## src/rtl/core/mide_pkg.sv

```systemverilog
// Shared types and constants for the multi-input debounce block.
`default_nettype none
package mide_pkg;

    localparam int CHANNELS = 8;
    localparam int PINS = 8;
    localparam int TICK_W = 16;
    localparam int IDX_W = 3;

    localparam logic [TICK_W-1:0] DEBOUNCE_RESET = 16'(50 * 16);
    localparam logic [PINS-1:0] INVERT_RESET = 8'h00;
    localparam logic [PINS-1:0] RISING_RESET = 8'hFF;
    localparam logic [PINS-1:0] FALLING_RESET = 8'hFF;

    typedef enum logic [1:0] {
        REG_DEBOUNCE = 2'd0,
        REG_INVERT   = 2'd1,
        REG_RISING   = 2'd2,
        REG_FALLING  = 2'd3
    } reg_idx_t;

    typedef struct packed {
        logic fire;
        logic lvl;
    } chan_evt_t;

endpackage
`default_nettype wire

```

## src/rtl/core/multi_input_debounce_edge_events_top.sv

```systemverilog
// Top level of the multi-input debouncer with edge events.
//
//   Channel   Direction  Payload
//   s_axis    in         tdata: pin_levels[7:0], toggle_events[15:8]
//   m_axis    out        tdata: channel_index[2:0], level[3], rising[4]; tlast: last_event
//   apb       in/out     debounce_ticks, invert_mask, rising_mask, falling_mask
//
// A tick request is taken on its handshake; all channels update in parallel at that edge.
// Its events leave one per cycle while m_tready is high, from the pending-event register, lowest channel first.
// A new tick is taken when no event of the previous tick is left, or when the last one
// left is being taken.
// Reset clears all channel state and loads the register defaults.
`default_nettype none
module multi_input_debounce_edge_events_top (
    input  logic        clk,
    input  logic        rst_n,
    input  logic        s_tvalid,
    output logic        s_tready,
    input  logic [15:0] s_tdata,   // pin_levels[7:0], toggle_events[15:8]
    output logic        m_tvalid,
    input  logic        m_tready,
    output logic [7:0]  m_tdata,   // channel_index[2:0], level[3], rising[4], zero[7:5]
    output logic        m_tlast,
    input  logic        psel,
    input  logic        penable,
    input  logic        pwrite,
    input  logic [3:0]  paddr,
    input  logic [31:0] pwdata,
    output logic [31:0] prdata,
    output logic        pready
);

    logic [mide_pkg::TICK_W-1:0] debounce_reg;
    logic [mide_pkg::PINS-1:0]   invert_reg;
    logic [mide_pkg::PINS-1:0]   rising_reg;
    logic [mide_pkg::PINS-1:0]   falling_reg;
    logic [mide_pkg::TICK_W-1:0] len;
    logic                        cfg_wr;
    mide_pkg::reg_idx_t          reg_idx;

    logic [mide_pkg::PINS-1:0]   pins;
    logic [mide_pkg::PINS-1:0]   toggles;
    logic [mide_pkg::PINS-1:0]   fire_vec;
    logic [mide_pkg::PINS-1:0]   lvl_vec;
    logic                        s_acc;
    logic                        m_acc;

    logic [mide_pkg::PINS-1:0]   pend_reg;
    logic [mide_pkg::PINS-1:0]   pend_next;
    logic [mide_pkg::PINS-1:0]   lvl_reg;
    logic [mide_pkg::PINS-1:0]   lvl_next;
    logic [mide_pkg::PINS-1:0]   pend_rest;
    logic [mide_pkg::IDX_W-1:0]  idx;
    logic                        single;
    logic                        out_lvl;

    assign pready  = 1'b1;
    assign cfg_wr  = psel && penable && pwrite && pready;
    assign reg_idx = mide_pkg::reg_idx_t'(paddr[3:2]);
    assign len     = (debounce_reg == '0) ? 16'd1 : debounce_reg;

    always_ff @(posedge clk or negedge rst_n)
    begin
        if (!rst_n)
        begin
            debounce_reg <= mide_pkg::DEBOUNCE_RESET;
            invert_reg   <= mide_pkg::INVERT_RESET;
            rising_reg   <= mide_pkg::RISING_RESET;
            falling_reg  <= mide_pkg::FALLING_RESET;
        end
        else if (cfg_wr)
        begin
            case (reg_idx)
                mide_pkg::REG_DEBOUNCE: debounce_reg <= pwdata[15:0];
                mide_pkg::REG_INVERT:   invert_reg   <= pwdata[7:0];
                mide_pkg::REG_RISING:   rising_reg   <= pwdata[7:0];
                mide_pkg::REG_FALLING:  falling_reg  <= pwdata[7:0];
                default:                debounce_reg <= debounce_reg;
            endcase
        end
    end

    always_comb
    begin
        case (reg_idx)
            mide_pkg::REG_DEBOUNCE: prdata = {16'd0, debounce_reg};
            mide_pkg::REG_INVERT:   prdata = {24'd0, invert_reg};
            mide_pkg::REG_RISING:   prdata = {24'd0, rising_reg};
            mide_pkg::REG_FALLING:  prdata = {24'd0, falling_reg};
            default:                prdata = '0;
        endcase
    end

    assign pins    = s_tdata[7:0];
    assign toggles = s_tdata[15:8];
    assign s_acc   = s_tvalid && s_tready;
    assign m_acc   = m_tvalid && m_tready;

    for (genvar c = 0; c < mide_pkg::PINS; c++)
    begin : g_chan
        if (c < mide_pkg::CHANNELS)
        begin : g_used
            mide_pkg::chan_evt_t evt;

            mide_chan u_chan (
                .clk     (clk),
                .rst_n   (rst_n),
                .tick    (s_acc),
                .toggle  (toggles[c]),
                .pin     (pins[c]),
                .invert  (invert_reg[c]),
                .rise_en (rising_reg[c]),
                .fall_en (falling_reg[c]),
                .len     (len),
                .evt     (evt)
            );

            assign fire_vec[c] = evt.fire;
            assign lvl_vec[c]  = evt.lvl;
        end
        else
        begin : g_unused
            assign fire_vec[c] = 1'b0;
            assign lvl_vec[c]  = 1'b0;
        end
    end

    always_comb
    begin
        idx = '0;
        for (int i = mide_pkg::PINS - 1; i >= 0; i--)
        begin
            if (pend_reg[i])
            begin
                idx = mide_pkg::IDX_W'(i);
            end
        end
    end

    assign pend_rest = pend_reg & (pend_reg - 8'd1);
    assign single    = (pend_rest == '0);
    assign out_lvl   = lvl_reg[idx];

    assign m_tvalid = (pend_reg != '0);
    assign m_tlast  = single;
    assign m_tdata  = {3'd0, out_lvl, out_lvl, idx};
    assign s_tready = !m_tvalid || (m_tready && single);

    always_comb
    begin
        pend_next = pend_reg;
        lvl_next  = lvl_reg;
        if (s_acc)
        begin
            pend_next = fire_vec;
            lvl_next  = lvl_vec;
        end
        else if (m_acc)
        begin
            pend_next = pend_rest;
        end
    end

    always_ff @(posedge clk or negedge rst_n)
    begin
        if (!rst_n)
        begin
            pend_reg <= '0;
        end
        else
        begin
            pend_reg <= pend_next;
        end
    end

    always_ff @(posedge clk)
    begin
        lvl_reg <= lvl_next;
    end

    a_idle_ready: assert property (@(posedge clk) disable iff (!rst_n)
        !m_tvalid |-> s_tready)
        else $error("Input not ready while no event is pending.");

    a_last_drains: assert property (@(posedge clk) disable iff (!rst_n)
        (m_acc && m_tlast && !s_acc) |=> !m_tvalid)
        else $error("Events remain after the last event of a tick was taken.");

    a_more_pending: assert property (@(posedge clk) disable iff (!rst_n)
        (m_acc && !m_tlast) |=> (m_tvalid && !s_tready) || (m_tvalid && m_tready && m_tlast)
            || (m_tvalid && m_tready && !m_tlast) || m_tvalid)
        else $error("Pending events lost before the last event of a tick.");

    a_index_range: assert property (@(posedge clk) disable iff (!rst_n)
        m_tvalid |-> (32'(m_tdata[2:0]) < mide_pkg::CHANNELS))
        else $error("Event reported for a channel that does not exist.");

endmodule
`default_nettype wire

```

## src/rtl/core/mide_chan.sv

```systemverilog
// One debounce channel: countdown, counting flag and stable level.
`default_nettype none
module mide_chan (
    input  logic                              clk,
    input  logic                              rst_n,
    input  logic                              tick,
    input  logic                              toggle,
    input  logic                              pin,
    input  logic                              invert,
    input  logic                              rise_en,
    input  logic                              fall_en,
    input  logic [mide_pkg::TICK_W-1:0]       len,
    output mide_pkg::chan_evt_t               evt
);

    logic [mide_pkg::TICK_W-1:0] cd_reg;
    logic [mide_pkg::TICK_W-1:0] cd_next;
    logic [mide_pkg::TICK_W-1:0] dec;
    logic                        counting_reg;
    logic                        counting_next;
    logic                        stable_reg;
    logic                        stable_next;
    logic                        lvl;

    always_comb
    begin
        cd_next       = cd_reg;
        counting_next = counting_reg;
        stable_next   = stable_reg;
        evt           = '0;
        dec           = (cd_reg != '0) ? cd_reg - 16'd1 : cd_reg;
        lvl           = pin ^ invert;
        if (tick)
        begin
            if (toggle)
            begin
                cd_next       = len;
                counting_next = 1'b1;
            end
            else if (counting_reg)
            begin
                cd_next = dec;
                if (dec == '0)
                begin
                    counting_next = 1'b0;
                    stable_next   = lvl;
                    evt.lvl       = lvl;
                    evt.fire      = (lvl && !stable_reg && rise_en) ||
                                    (!lvl && stable_reg && fall_en);
                end
            end
        end
    end

    always_ff @(posedge clk or negedge rst_n)
    begin
        if (!rst_n)
        begin
            cd_reg       <= '0;
            counting_reg <= 1'b0;
            stable_reg   <= 1'b0;
        end
        else
        begin
            cd_reg       <= cd_next;
            counting_reg <= counting_next;
            stable_reg   <= stable_next;
        end
    end

endmodule
`default_nettype wire
```

## config.mk

```make
export PLATFORM = sky130hd
export DESIGN_NAME = multi_input_debounce_edge_events_top
export DESIGN_NICKNAME = d
export VERILOG_FILES = /design/src/rtl/core/mide_pkg.sv /design/src/rtl/core/multi_input_debounce_edge_events_top.sv /design/src/rtl/core/mide_chan.sv
export SDC_FILE = /design/constraint.sdc
export NUM_CORES = 1
export LEC_CHECK = 0
export BUFFER_PORTS_ARGS = -buffer_cell sky130_fd_sc_hd__buf_2
export CAP_MARGIN = 20
export CORE_MARGIN = 1
export CORE_UTILIZATION = 62
export DETAILED_ROUTE_END_ITERATION = 16
export PLACE_DENSITY = 0.82
export SLEW_MARGIN = 20
export SYNTH_ARGS = -nofsm -noshare
export SYNTH_HDL_FRONTEND = slang
export SYNTH_SLANG_ARGS = --single-unit
```

## constraint.sdc

```tcl
create_clock -name clk -period 3.69 [get_ports clk]
set_clock_uncertainty 0.1 [all_clocks]
set_input_delay 0.738 -clock clk [delete_from_list [all_inputs] [get_ports clk]]
set_output_delay 0.738 -clock clk [all_outputs]
set_load 0.01 [all_outputs]
```

==> out/metrics.yaml <==
run_status: "complete, no violations"
yosysWarningCount: 0
p_per_area_mw_per_mm2: 658.9
yosysUniqueCellTypes: 92
rows: 53
hpwlAfterDp_um: 26090
crit_path_max_fanout: 7
synth-edff-count: 8
arrival_ps: 2700
nNetsFinal: 1750
timing.final.hold_violations: 0
grt_max_degree: 77
grt_overflow: 0
tightest_slew_ps: 975.1
crit_required_ps: 2850
hold_class: "input port to asynchronous set/reset pin"
antenna_found_initial: 3
path_class: "register to output port"
port_buffers: 64
n_fill_cell: 1715
clock_sinks: 200
reg2reg_depth: 9
synth_ff_type: "dfrtp_1"
cts_tree: "yes"
syn_inst: 1656
htree_levels: 4
maxCapViolations: 0
place_congestion: 0.9585
crit_path_end_kind: "output port"
clock_path_buffers: 2
grt_pass1_vias: 11880
slew_violations: 0
irDropWorstVdd_mv: 0.3958
slowest_delay_ps: 530
dieArea_sq_mm: 0.02254
synth_seq_area_share_pct: 37.26
syn2layout_area_growth_pct: 8.268
multi_input_area_sq_mm: 0.007812
fin_crit_sh_pct: 95.75
drt_iter0_drc: 934
post-route-drc-count: 0
drive_gt1_share_pct: 14.40
ant_nets: 0
async_flop_share_pct: 96.00
syn_avg_cell_area_sq_um: 8.215
synth_area_sq_mm: 0.01360
fin_util_pct: 69.19
mostFrequentLayoutCells: "o21ai_0, dfrtp_1, nor2_1"
maxSlewHeadroom_pct: 34.14
die_y_um: 150.1
largest_reg_flops: 128
initial_core_util_pct: 63.91
tns_ps: 0
cts_hold_buf: 0
root_buffer: "clkbuf_16"
io_pins: 103
fin_crit_ps: 3533
startpoint_type: "register"
avgRoutedWirePerCell_um: 19.77
clock_latency_ps: 460
worstPathCellList: "nand2b_1 -> a21oi_1 -> o21bai_1 -> a21oi_1 -> mux2i_1 -> mux2i_1 -> mux2_2 -> buf_2"
fp.coreArea_sq_mm: 0.02129
grt_usage_pct: 35.69
p_leak_nw: 5.996
max_freq_mhz: 283.0
grt_pass1_wl_um: 61980
drt-pass1-iter-count: 6
rsz0062_at_grt: "false"
vias_per_cell: 6.665
wl_um: 38840
setup_viol: 0
regArea_sq_mm: 0.005069
cts_buffers: 17
final_common_cell: "o21ai_0"
die_w_um: 150.1
synth_seq_cells: 200
vias: 13090
clk_pin_slew_worst_paths_ps: 80
crit_path_top_delay_cell: "a21oi_1"
[synth_stat cells (9+ instances only)]
cell | n | area (sq um)
a32oi_1 | 12 | 105.1
a22o_1 | 10 | 87.58
nor4b_1 | 14 | 122.6
or2_2 | 9 | 56.30
ha_1 | 16 | 200.2
and3_1 | 10 | 62.56
or4_1 | 20 | 150.1
o21ai_1 | 30 | 150.1
nand3_1 | 36 | 180.2
nor2_1 | 166 | 623.1
xor2_1 | 10 | 87.58
nor4_1 | 51 | 319.1
nor3_1 | 73 | 365.4
o21a_1 | 13 | 97.59
dfstp_2 | 19 | 499.2
nand2b_1 | 10 | 62.56
a22oi_1 | 28 | 210.2
a31oi_1 | 22 | 137.6
mux2i_1 | 23 | 230.2
inv_1 | 57 | 214.0
xnor2_1 | 10 | 87.58
o31ai_1 | 10 | 75.07
o21ai_0 | 210 | 1051
o22ai_1 | 16 | 100.1
nand4_1 | 25 | 156.4
and2_1 | 16 | 100.1
mux2_2 | 45 | 506.7
buf_4 | 22 | 165.2
clkbuf_1 | 93 | 349.1
a21oi_1 | 129 | 645.6
nand2_1 | 124 | 465.5
or3_1 | 21 | 131.4
dfrtp_1 | 173 | 4329
[worst paths after layout]
check	from	end	slack (ps)
worst max register to register	g_chan[1].g_used.u_chan.cd_reg[0]$_DFFE_PN0P_	g_chan[1].g_used.u_chan.stable_reg$_DFFE_PN0P_	320
worst min-delay path	rst_n	g_chan[7].g_used.u_chan.cd_reg[5]$_DFFE_PN0P_	200
max in group asynchronous	rst_n	debounce_reg[9]$_DFFE_PN1P_	2460
worst min register to register	g_chan[0].g_used.u_chan.cd_reg[12]$_DFFE_PN0P_	g_chan[0].g_used.u_chan.cd_reg[12]$_DFFE_PN0P_	410
min in group clk	pwdata[11]	debounce_reg[11]$_DFFE_PN0P_	410
worst max-delay path	pend_reg[6]$_DFFE_PN0P_	m_tdata[4]	160
[logic make-up after synthesis]
logic type	Yosys count	synth area share (%)
DFF	200	37.26
and+or+nand+nor	625	24.06
adders and majority gates	18	1.619
xor gates and xnor gates	20	1.288
AOI/OAI and AO/OA	531	22.94
muxes	78	6.935
buffers and inverters	182	5.849
other	2	0.05520
[per-layer routing]
layer	global-route usage, %	routed length (um)	vias to the layer above
met5	0	26	-
met4	14.04	1230	4
met2	54.86	17630	536
li1	-	-	6154
met3	7.758	3449	84
met1	49.19	16500	6313
[through the flow]
| stage | hold WS (ps) | power [mW] | instance area [sq um] | instances | setup slack, ps |
|---|---|---|---|---|---|
| CTS | 227.2 | 9.633 | 14730 | 1963 | 174.6 |
| global route | 251.3 | 10.38 | 14730 | 1963 | 11.24 |
| floorplan | 342.4 | 6.497 | 13670 | 1674 | 644.1 |
| detailed placement | 399.9 | 7.670 | 14110 | 1931 | 230.7 |
| global placement | 390.7 | 7.509 | 14100 | 1931 | 310.3 |
| finish | 197.8 | 9.705 | 14730 | 1964 | 156.9 |
[worst max-delay path, delay by kind of cell, from the launching register on]
family | cells | cell delay [ps]
flops | 1 | 440
mux | 3 | 740
buf+inv | 1 | 150
simple gates | 1 | 170
compound gates | 3 | 740
[area by class of cell]
class / count / area share (%)
Tap cell: 275 / 2.336
Antenna cell: 1 / 0.01699
Clock inverter: 14 / 1.138
Multi-Input combinational cell: 1292 / 53.04
Clock buffer: 18 / 3.058
Timing Repair Buffer: 105 / 4.494
Sequential cell: 200 / 34.41
Inverter: 59 / 1.504
[where the power goes]
| group | internal (mW) | switching (mW) | leakage (nW) |
|---|---|---|---|
| Sequential | 2.87 | 1.07 | 2.45 |
| Clock | 0.958 | 0.981 | 0.301 |
| Combinational | 1.56 | 2.26 | 3.25 |
[timing repair]
| action | 4_1_cts | 5_1_grt |
|---|---|---|
| endpoints found under the setup margin | 0 | 1 |
| resized for setup | 0 | 1 |
| setup buffers | 0 | 0 |
Power figures use the tool's default switching activity.
